### src/sv/ipsm_pkg.sv
// ipsm_pkg: shared types and constants for the IPv4 subnet match table.
// No dependencies.
package ipsm_pkg;

    localparam int ENTRIES_DEF = 16;
    localparam int ADDR_W      = 32;
    localparam int PFX_W       = 6;
    localparam int IDX_W       = 4;
    localparam int ACT_W       = 2;
    localparam int S_DATA_W    = 72;
    localparam int M_DATA_W    = 8;

    typedef enum logic [ACT_W-1:0] {
        ACT_CLEAR  = 2'd0,
        ACT_APPEND = 2'd1,
        ACT_QUERY  = 2'd2
    } t_action;

    typedef struct packed {
        logic [ADDR_W-1:0] net;
        logic [PFX_W-1:0]  pfx;
    } t_entry;

endpackage

### src/sv/ipsm_table.sv
// ipsm_table: network table storage, one write port, one registered read port.
// Depends on ipsm_pkg.
module ipsm_table import ipsm_pkg::*; #(
    parameter int ENTRIES = ENTRIES_DEF,
    localparam int IW     = (ENTRIES > 1) ? $clog2(ENTRIES) : 1
) (
    input  logic          i_clk,
    input  logic          i_wr_en,
    input  logic [IW-1:0] i_wr_addr,
    input  t_entry        i_wr_entry,
    input  logic          i_rd_en,
    input  logic [IW-1:0] i_rd_addr,
    output t_entry        o_rd_entry
);

    t_entry r_mem [ENTRIES];
    t_entry r_rd;

    always_ff @(posedge i_clk) begin
        if (i_wr_en) begin
            r_mem[i_wr_addr] <= i_wr_entry;
        end
    end

    always_ff @(posedge i_clk) begin
        if (i_rd_en) begin
            r_rd <= r_mem[i_rd_addr];
        end
    end

    assign o_rd_entry = r_rd;

endmodule

### src/sv/ipsm_match_unit.sv
// ipsm_match_unit: builds the prefix mask and compares one entry with the query.
// Depends on ipsm_pkg.
module ipsm_match_unit import ipsm_pkg::*; (
    input  t_entry            i_entry,
    input  logic [ADDR_W-1:0] i_query,
    output logic              o_hit
);

    logic [PFX_W-1:0]  pfx_sat;
    logic [ADDR_W-1:0] mask;

    // prefix above 32 saturates to a full mask; zero gives an empty mask
    assign pfx_sat = (i_entry.pfx > PFX_W'(ADDR_W)) ? PFX_W'(ADDR_W) : i_entry.pfx;
    assign mask    = ~({ADDR_W{1'b1}} >> pfx_sat);
    assign o_hit   = ((i_query & mask) == (i_entry.net & mask));

endmodule

### src/sv/ipv4_subnet_match_table_core.sv
// ipv4_subnet_match_table_core: top level, sequencer and output register.
// Depends on ipsm_pkg, ipsm_table, ipsm_match_unit.
//
//  channel | dir | tdata                                      | tuser       | tlast
//  s_axis  | in  | entry_address, entry_prefix, query_address | action      | -
//  m_axis  | out | match_index                                | found       | last
//
// Clear and append are taken while idle. A query holds s_axis_tready low until its
// final result is loaded: the shared compare unit checks one stored entry per cycle
// while the scan is not stalled, fed by the table's registered read port. Results stall
// the scan only while the output register is full. Reset is synchronous, active
// low, and empties the table.
module ipv4_subnet_match_table_core import ipsm_pkg::*; #(
    parameter int ENTRIES = ENTRIES_DEF
) (
    input  logic                i_clk,
    input  logic                i_rst_n,
    input  logic                s_axis_tvalid,
    output logic                s_axis_tready,
    // [31:0] entry_address, [37:32] entry_prefix, [69:38] query_address
    input  logic [S_DATA_W-1:0] s_axis_tdata,
    // [1:0] action
    input  logic [ACT_W-1:0]    s_axis_tuser,
    output logic                m_axis_tvalid,
    input  logic                m_axis_tready,
    // [3:0] match_index
    output logic [M_DATA_W-1:0] m_axis_tdata,
    // [0] found
    output logic [0:0]          m_axis_tuser,
    output logic                m_axis_tlast
);

    localparam int IW = (ENTRIES > 1) ? $clog2(ENTRIES) : 1;
    localparam int CW = $clog2(ENTRIES + 1);

    typedef enum logic [1:0] {S_IDLE, S_SCAN, S_FLUSH} t_state;

    t_state            r_state;
    logic [CW-1:0]     r_count;
    logic [CW-1:0]     r_ptr;
    logic [IW-1:0]     r_cmp_idx;
    logic              r_dv;
    logic [IW-1:0]     r_pend_idx;
    logic              r_pend_v;
    logic [ADDR_W-1:0] r_query;
    logic              r_out_valid;
    logic [IDX_W-1:0]  r_out_idx;
    logic              r_out_found;
    logic              r_out_last;

    logic              s_beat;
    t_action           act;
    t_entry            wr_entry;
    t_entry            rd_entry;
    logic              wr_en;
    logic              rd_en;
    logic              hit;
    logic              hit_v;
    logic              out_free;
    logic              stall;
    logic              adv;
    logic              more;
    logic              out_load;

    assign s_axis_tready = (r_state == S_IDLE);
    assign s_beat        = s_axis_tvalid && s_axis_tready;
    assign act           = t_action'(s_axis_tuser);
    assign wr_entry.net  = s_axis_tdata[31:0];
    assign wr_entry.pfx  = s_axis_tdata[37:32];
    assign wr_en         = s_beat && (act == ACT_APPEND) && (r_count < CW'(ENTRIES));

    assign out_free = !r_out_valid || m_axis_tready;
    assign hit_v    = r_dv && hit;
    assign stall    = hit_v && r_pend_v && !out_free;
    assign adv      = (r_state == S_SCAN) && !stall;
    assign more     = (r_ptr < r_count);
    assign rd_en    = adv && more;
    assign out_load = (adv && hit_v && r_pend_v) || ((r_state == S_FLUSH) && out_free);

    ipsm_table #(.ENTRIES(ENTRIES)) u_table (
        .i_clk      (i_clk),
        .i_wr_en    (wr_en),
        .i_wr_addr  (r_count[IW-1:0]),
        .i_wr_entry (wr_entry),
        .i_rd_en    (rd_en),
        .i_rd_addr  (r_ptr[IW-1:0]),
        .o_rd_entry (rd_entry)
    );

    ipsm_match_unit u_match (
        .i_entry (rd_entry),
        .i_query (r_query),
        .o_hit   (hit)
    );

    always_ff @(posedge i_clk) begin
        if (!i_rst_n) begin
            r_state     <= S_IDLE;
            r_count     <= '0;
            r_ptr       <= '0;
            r_dv        <= 1'b0;
            r_pend_v    <= 1'b0;
            r_out_valid <= 1'b0;
        end else begin
            if (out_load) begin
                r_out_valid <= 1'b1;
            end else if (m_axis_tready) begin
                r_out_valid <= 1'b0;
            end
            unique case (r_state)
                S_IDLE: begin
                    if (s_beat) begin
                        unique case (act)
                            ACT_CLEAR: begin
                                r_count <= '0;
                            end
                            ACT_APPEND: begin
                                if (wr_en) begin
                                    r_count <= CW'(r_count + 1'b1);
                                end
                            end
                            ACT_QUERY: begin
                                r_query  <= s_axis_tdata[69:38];
                                r_ptr    <= '0;
                                r_dv     <= 1'b0;
                                r_pend_v <= 1'b0;
                                r_state  <= S_SCAN;
                            end
                            default: begin
                            end
                        endcase
                    end
                end
                S_SCAN: begin
                    if (adv) begin
                        r_dv <= more;
                        if (more) begin
                            r_cmp_idx <= r_ptr[IW-1:0];
                            r_ptr     <= CW'(r_ptr + 1'b1);
                        end
                        if (hit_v) begin
                            if (r_pend_v) begin
                                r_out_idx   <= IDX_W'(r_pend_idx);
                                r_out_found <= 1'b1;
                                r_out_last  <= 1'b0;
                            end
                            r_pend_idx <= r_cmp_idx;
                            r_pend_v   <= 1'b1;
                        end
                        if (!r_dv && !more) begin
                            r_state <= S_FLUSH;
                        end
                    end
                end
                S_FLUSH: begin
                    if (out_free) begin
                        r_out_idx   <= r_pend_v ? IDX_W'(r_pend_idx) : '0;
                        r_out_found <= r_pend_v;
                        r_out_last  <= 1'b1;
                        r_pend_v    <= 1'b0;
                        r_state     <= S_IDLE;
                    end
                end
                default: begin
                    r_state <= S_IDLE;
                end
            endcase
        end
    end

    assign m_axis_tvalid   = r_out_valid;
    assign m_axis_tdata    = M_DATA_W'(r_out_idx);
    assign m_axis_tuser[0] = r_out_found;
    assign m_axis_tlast    = r_out_last;

`ifndef NO_ASSERTIONS
    a_count_range: assert property (@(posedge i_clk) disable iff (!i_rst_n)
        r_count <= CW'(ENTRIES))
        else $error("entry count beyond table depth");

    a_ptr_range: assert property (@(posedge i_clk) disable iff (!i_rst_n)
        (r_state == S_SCAN) |-> (r_ptr <= r_count))
        else $error("scan pointer past entry count");

    a_idle_clean: assert property (@(posedge i_clk) disable iff (!i_rst_n)
        (r_state == S_IDLE) |-> !r_pend_v)
        else $error("pending match left over after query");

    a_mid_beat_busy: assert property (@(posedge i_clk) disable iff (!i_rst_n)
        (m_axis_tvalid && !m_axis_tlast) |-> (r_state != S_IDLE))
        else $error("non-final result while sequencer idle");

    a_no_match_zero: assert property (@(posedge i_clk) disable iff (!i_rst_n)
        (m_axis_tvalid && !m_axis_tuser[0]) |-> (m_axis_tlast && (m_axis_tdata == '0)))
        else $error("no-match result malformed");
`endif

endmodule

### config.mk
export PLATFORM = sky130hd
export DESIGN_NAME = ipv4_subnet_match_table_core
export DESIGN_NICKNAME = d
export VERILOG_FILES = /design/src/sv/ipsm_pkg.sv /design/src/sv/ipsm_table.sv /design/src/sv/ipsm_match_unit.sv /design/src/sv/ipv4_subnet_match_table_core.sv
export SDC_FILE = /design/constraint.sdc
export NUM_CORES = 1
export LEC_CHECK = 0
export ABC_AREA = 0
export BUFFER_PORTS_ARGS = -buffer_cell sky130_fd_sc_hd__buf_2
export CAP_MARGIN = 0
export CORE_MARGIN = 2
export CORE_UTILIZATION = 56
export CTS_CLUSTER_SIZE = 8
export DETAILED_ROUTE_END_ITERATION = 16
export PLACE_DENSITY = 0.73
export SETUP_SLACK_MARGIN = 0.2
export SLEW_MARGIN = 20
export SYNTH_ARGS = -nofsm -noshare
export SYNTH_HDL_FRONTEND = slang
export SYNTH_SLANG_ARGS = --single-unit
### constraint.sdc
create_clock -name i_clk -period 5 [get_ports i_clk]
set_input_delay 0.25 -clock i_clk [delete_from_list [all_inputs] [get_ports i_clk]]
set_output_delay 0.25 -clock i_clk [all_outputs]
set_load 0.05 [all_outputs]
==> results.json <==
{
  "worstHoldPathType": "input port to register",
  "fillers": 2823,
  "drc_errors": 0,
  "diodes": 0,
  "final.min_clock_period_ns": 3.52,
  "status": "finished, final reports clean",
  "die_x_um": 224,
  "p_sw_uw": 2470,
  "cts.path.max_buffers": 3,
  "antenna_left": 0,
  "setup_viol": 0,
  "utilization_pct": 66.8,
  "portBuffers": 83,
  "slew_headroom_pct": 25.2,
  "cp.arrival_ns": 3.82,
  "htreeDepth": 3,
  "tightestPinTransition_ns": 1.12,
  "power_density_mw_per_mm2": 398,
  "finalHoldViolCount": 0,
  "place_inst": 1851,
  "row_count": 80,
  "drive_gt1_share_pct": 30.9,
  "place.gp.congestion": 0.802,
  "grt_use_total_pct": 24.9,
  "yosys_register_bits": 707,
  "cts.hold.buffers_added": 72,
  "cts_resized": 0,
  "switching_share_pct": 19.4,
  "grt_overflow": 0,
  "synthCells": 1174,
  "cts_setup_buffers": 0,
  "ys_types": 53,
  "clkSlewWorstSetupHoldPaths_ns": 0.05,
  "yosys_warnings": 0,
  "syn_area_sq_mm": 0.0270,
  "vias_per_cell": 6.36,
  "cp-end-kind": "register",
  "fmax_mhz": 284,
  "instances_no_fill": 2046,
  "tritoncts": "yes",
  "p_leak_uw": 0.00998,
  "async_flop_share_pct": 0,
  "ys_seq_area_share_pct": 78.0,
  "slew_violations": 0,
  "avgSynthCellArea_sq_um": 23.0,
  "antenna_found_initial": 1,
  "grt_pass1_vias": 13500,
  "first_pass_iters": 5,
  "worstPathRequired_ns": 5.30,
  "cts_inserted_buffers": 98,
  "num_vias": 13000,
  "root_buffer": "clkbuf_16",
  "post-route-period-util_pct": 70.4,
  "start_kind": "register",
  "tns_ns": 0,
  "drv_cap": 0,
  "synthToLayoutAreaGrowth_pct": 18.0,
  "clkSinkCount": 707,
  "p_int_uw": 10200,
  "io_pins": 90,
  "hpwl_um": 31000,
  "cp_max_fo": 33,
  "coreArea_sq_mm": 0.0477,
  "clkPwrFrac_pct": 46.3,
  "p_comb_share_pct": 2.1,
  "synth_ff_type": "edfxtp_1",
  "rsz0062_at_grt": "false",
  "detail_route.wl_per_cell_um": 29.3,
  "die-area_sq_mm": 0.0501,
  "drt_iter0_markers": 1401,
  "finalNetCount": 1495,
  "skew_ns": 0.0256,
  "grt_pass1_wl_um": 88600,
  "grt_max_degree": 75,
  "synth-edff-count": 692,
  "fp.dieH_um": 224,
  "setup_slack_ns": 1.48,
  "floorplan.initialDensity_pct": 56.6,
  "path_class": "register to register",
  "seq_power_share_pct": 51.6,
  "dpl_worst_slack_ns": 1.53,
  "wl_um": 60000,
  "clock_latency_ns": 0.65,
  "vdd_drop_max_uv": 386
}
[cells in the mapped netlist (all sizes together), types with 2 or more instances]
| master | count | area [sq um] |
|---|---|---|
| a2111oi | 2 | 36.3 |
| a211o | 2 | 17.5 |
| a211oi | 7 | 52.6 |
| a21o | 5 | 37.5 |
| a21oi | 20 | 104 |
| a31oi | 4 | 25.0 |
| buf | 27 | 130 |
| clkbuf | 30 | 113 |
| dfxtp | 15 | 300 |
| edfxtp | 692 | 20800 |
| ha | 9 | 113 |
| inv | 14 | 52.6 |
| mux4 | 190 | 4280 |
| nand2 | 15 | 56.3 |
| nand2b | 5 | 31.3 |
| nand3 | 5 | 25.0 |
| nand3b | 3 | 22.5 |
| nand4 | 5 | 37.5 |
| nor2 | 30 | 113 |
| nor2b | 6 | 37.5 |
| nor3 | 13 | 65.1 |
| nor4 | 3 | 18.8 |
| o2111a | 2 | 22.5 |
| o21ai | 10 | 50.1 |
| o22ai | 3 | 18.8 |
| o32ai | 2 | 17.5 |
| or2 | 3 | 18.8 |
| xnor2 | 29 | 254 |
| xor2 | 6 | 52.6 |
[final cells by class]
| type | instances | area [sq um] | share of cell area [%] |
|---|---|---|---|
| clock buffers | 116 | 2540 | 7.97 |
| multi-input cells | 399 | 5820 | 18.2 |
| clock inverters | 7 | 151 | 0.475 |
| well taps | 615 | 769 | 2.41 |
| repair buffers | 188 | 1470 | 4.62 |
| flip-flops and latches | 707 | 21100 | 66.1 |
| inverters | 14 | 52.6 | 0.165 |
[routing by layer]
metal | up-vias | track usage (%) | part of all wire [%]
met5 | - | 0 | 0
li1 | 5415 | - | -
met3 | 94 | 5.34 | 8.4
met1 | 6835 | 34.6 | 39
met4 | 0 | 8.71 | 2.4
met2 | 674 | 40.0 | 50
[registers in the layout (all words and copies together), names as in the netlist]
register,flops
m_axis_tlast,1
m_axis_tuser,1
m_axis_tvalid,1
r_cmp_idx,4
r_count,5
r_dv,1
r_out_idx,4
r_pend_idx,4
r_pend_v,1
r_ptr,5
r_query,32
r_state,2
u_table.o_rd_entry,38
u_table.r_mem,608
[cells by family (layout without fill, tap and decap cells)]
group / Yosys count / in the layout / synth area share (%)
simple gates: 93 / 93 / 1.78
other cells: 1 / 4 / 0.0139
buf+inv: 71 / 325 / 1.09
fa+ha+maj: 9 / 9 / 0.416
xor+xnor: 35 / 35 / 1.13
compound gates: 66 / 66 / 1.70
mux: 192 / 192 / 15.9
flops: 707 / 707 / 78.0
[worst max-delay path, cell delays in order (launching register included)]
cell and delay (ns):
edfxtp_1 0.63, or3_1 0.47, a211o_1 0.30, a2111oi_4 0.30
a21oi_2 0.12, nor4b_4 0.48, nand3_1 0.18, and2_2 0.30
buf_4 0.35
[power groups by stage]
stage	Sequential, uW	Combinational (uW)	Clock (uW)
floorplan	6660	96.0	0
global placement	6660	210	0
detailed placement	6660	220	0
CTS	6550	268	5960
global route	6540	292	6220
finish	6550	270	5880
[metrics by stage]
| stage | area, sq um | power, uW | hold slack [ns] |
|---|---|---|---|
| final | 31900 | 12700 | 0.0857 |
| after global routing | 31900 | 13100 | 0.135 |
| after CTS | 31900 | 12800 | 0.0269 |
| after detailed placement | 28500 | 6880 | 0.405 |
| after global placement | 28400 | 6870 | 0.402 |
| after floorplan | 27100 | 6760 | 0.349 |
[layout by cell type (no fill, tap or decap), types with 3 or more instances in the layout]
cell / synthesis / routed
nor3_4: 0 / 4
xor2_1: 6 / 6
nand3b_1: 3 / 3
a211oi_1: 7 / 7
clkbuf_1: 30 / 17
o21ai_0: 10 / 10
nor2_1: 30 / 17
buf_4: 4 / 27
nand2b_1: 5 / 5
buf_12: 0 / 4
nor3_1: 13 / 9
dlygate4sd3_1: 0 / 72
edfxtp_1: 692 / 692
nand2_1: 15 / 15
nor2b_1: 6 / 6
a21oi_1: 19 / 19
mux4_2: 190 / 190
ha_1: 9 / 9
nor2_4: 0 / 13
nor4_1: 3 / 3
xnor2_1: 29 / 29
dfxtp_1: 15 / 12
inv_1: 14 / 13
a21o_1: 5 / 5
conb_1: 1 / 4
buf_2: 5 / 83
clkbuf_16: 0 / 99
nand4_1: 4 / 4
o22ai_1: 3 / 3
a31oi_1: 4 / 4
nand3_1: 5 / 5
[path summary, 6_finish.rpt]
kind	end	cells past startpoint	start	slack, ns
setup / recovery	u_table.o_rd_entry[23]	8	u_table.o_rd_entry[1]	1.48
setup reg to reg	u_table.o_rd_entry[23]	8	u_table.o_rd_entry[1]	1.48
hold / removal	r_state[0]	4	s_axis_tuser[0]	0.09
hold reg to reg	r_pend_idx[2]	0	r_cmp_idx[2]	0.42
Power figures use the tool's default switching activity.
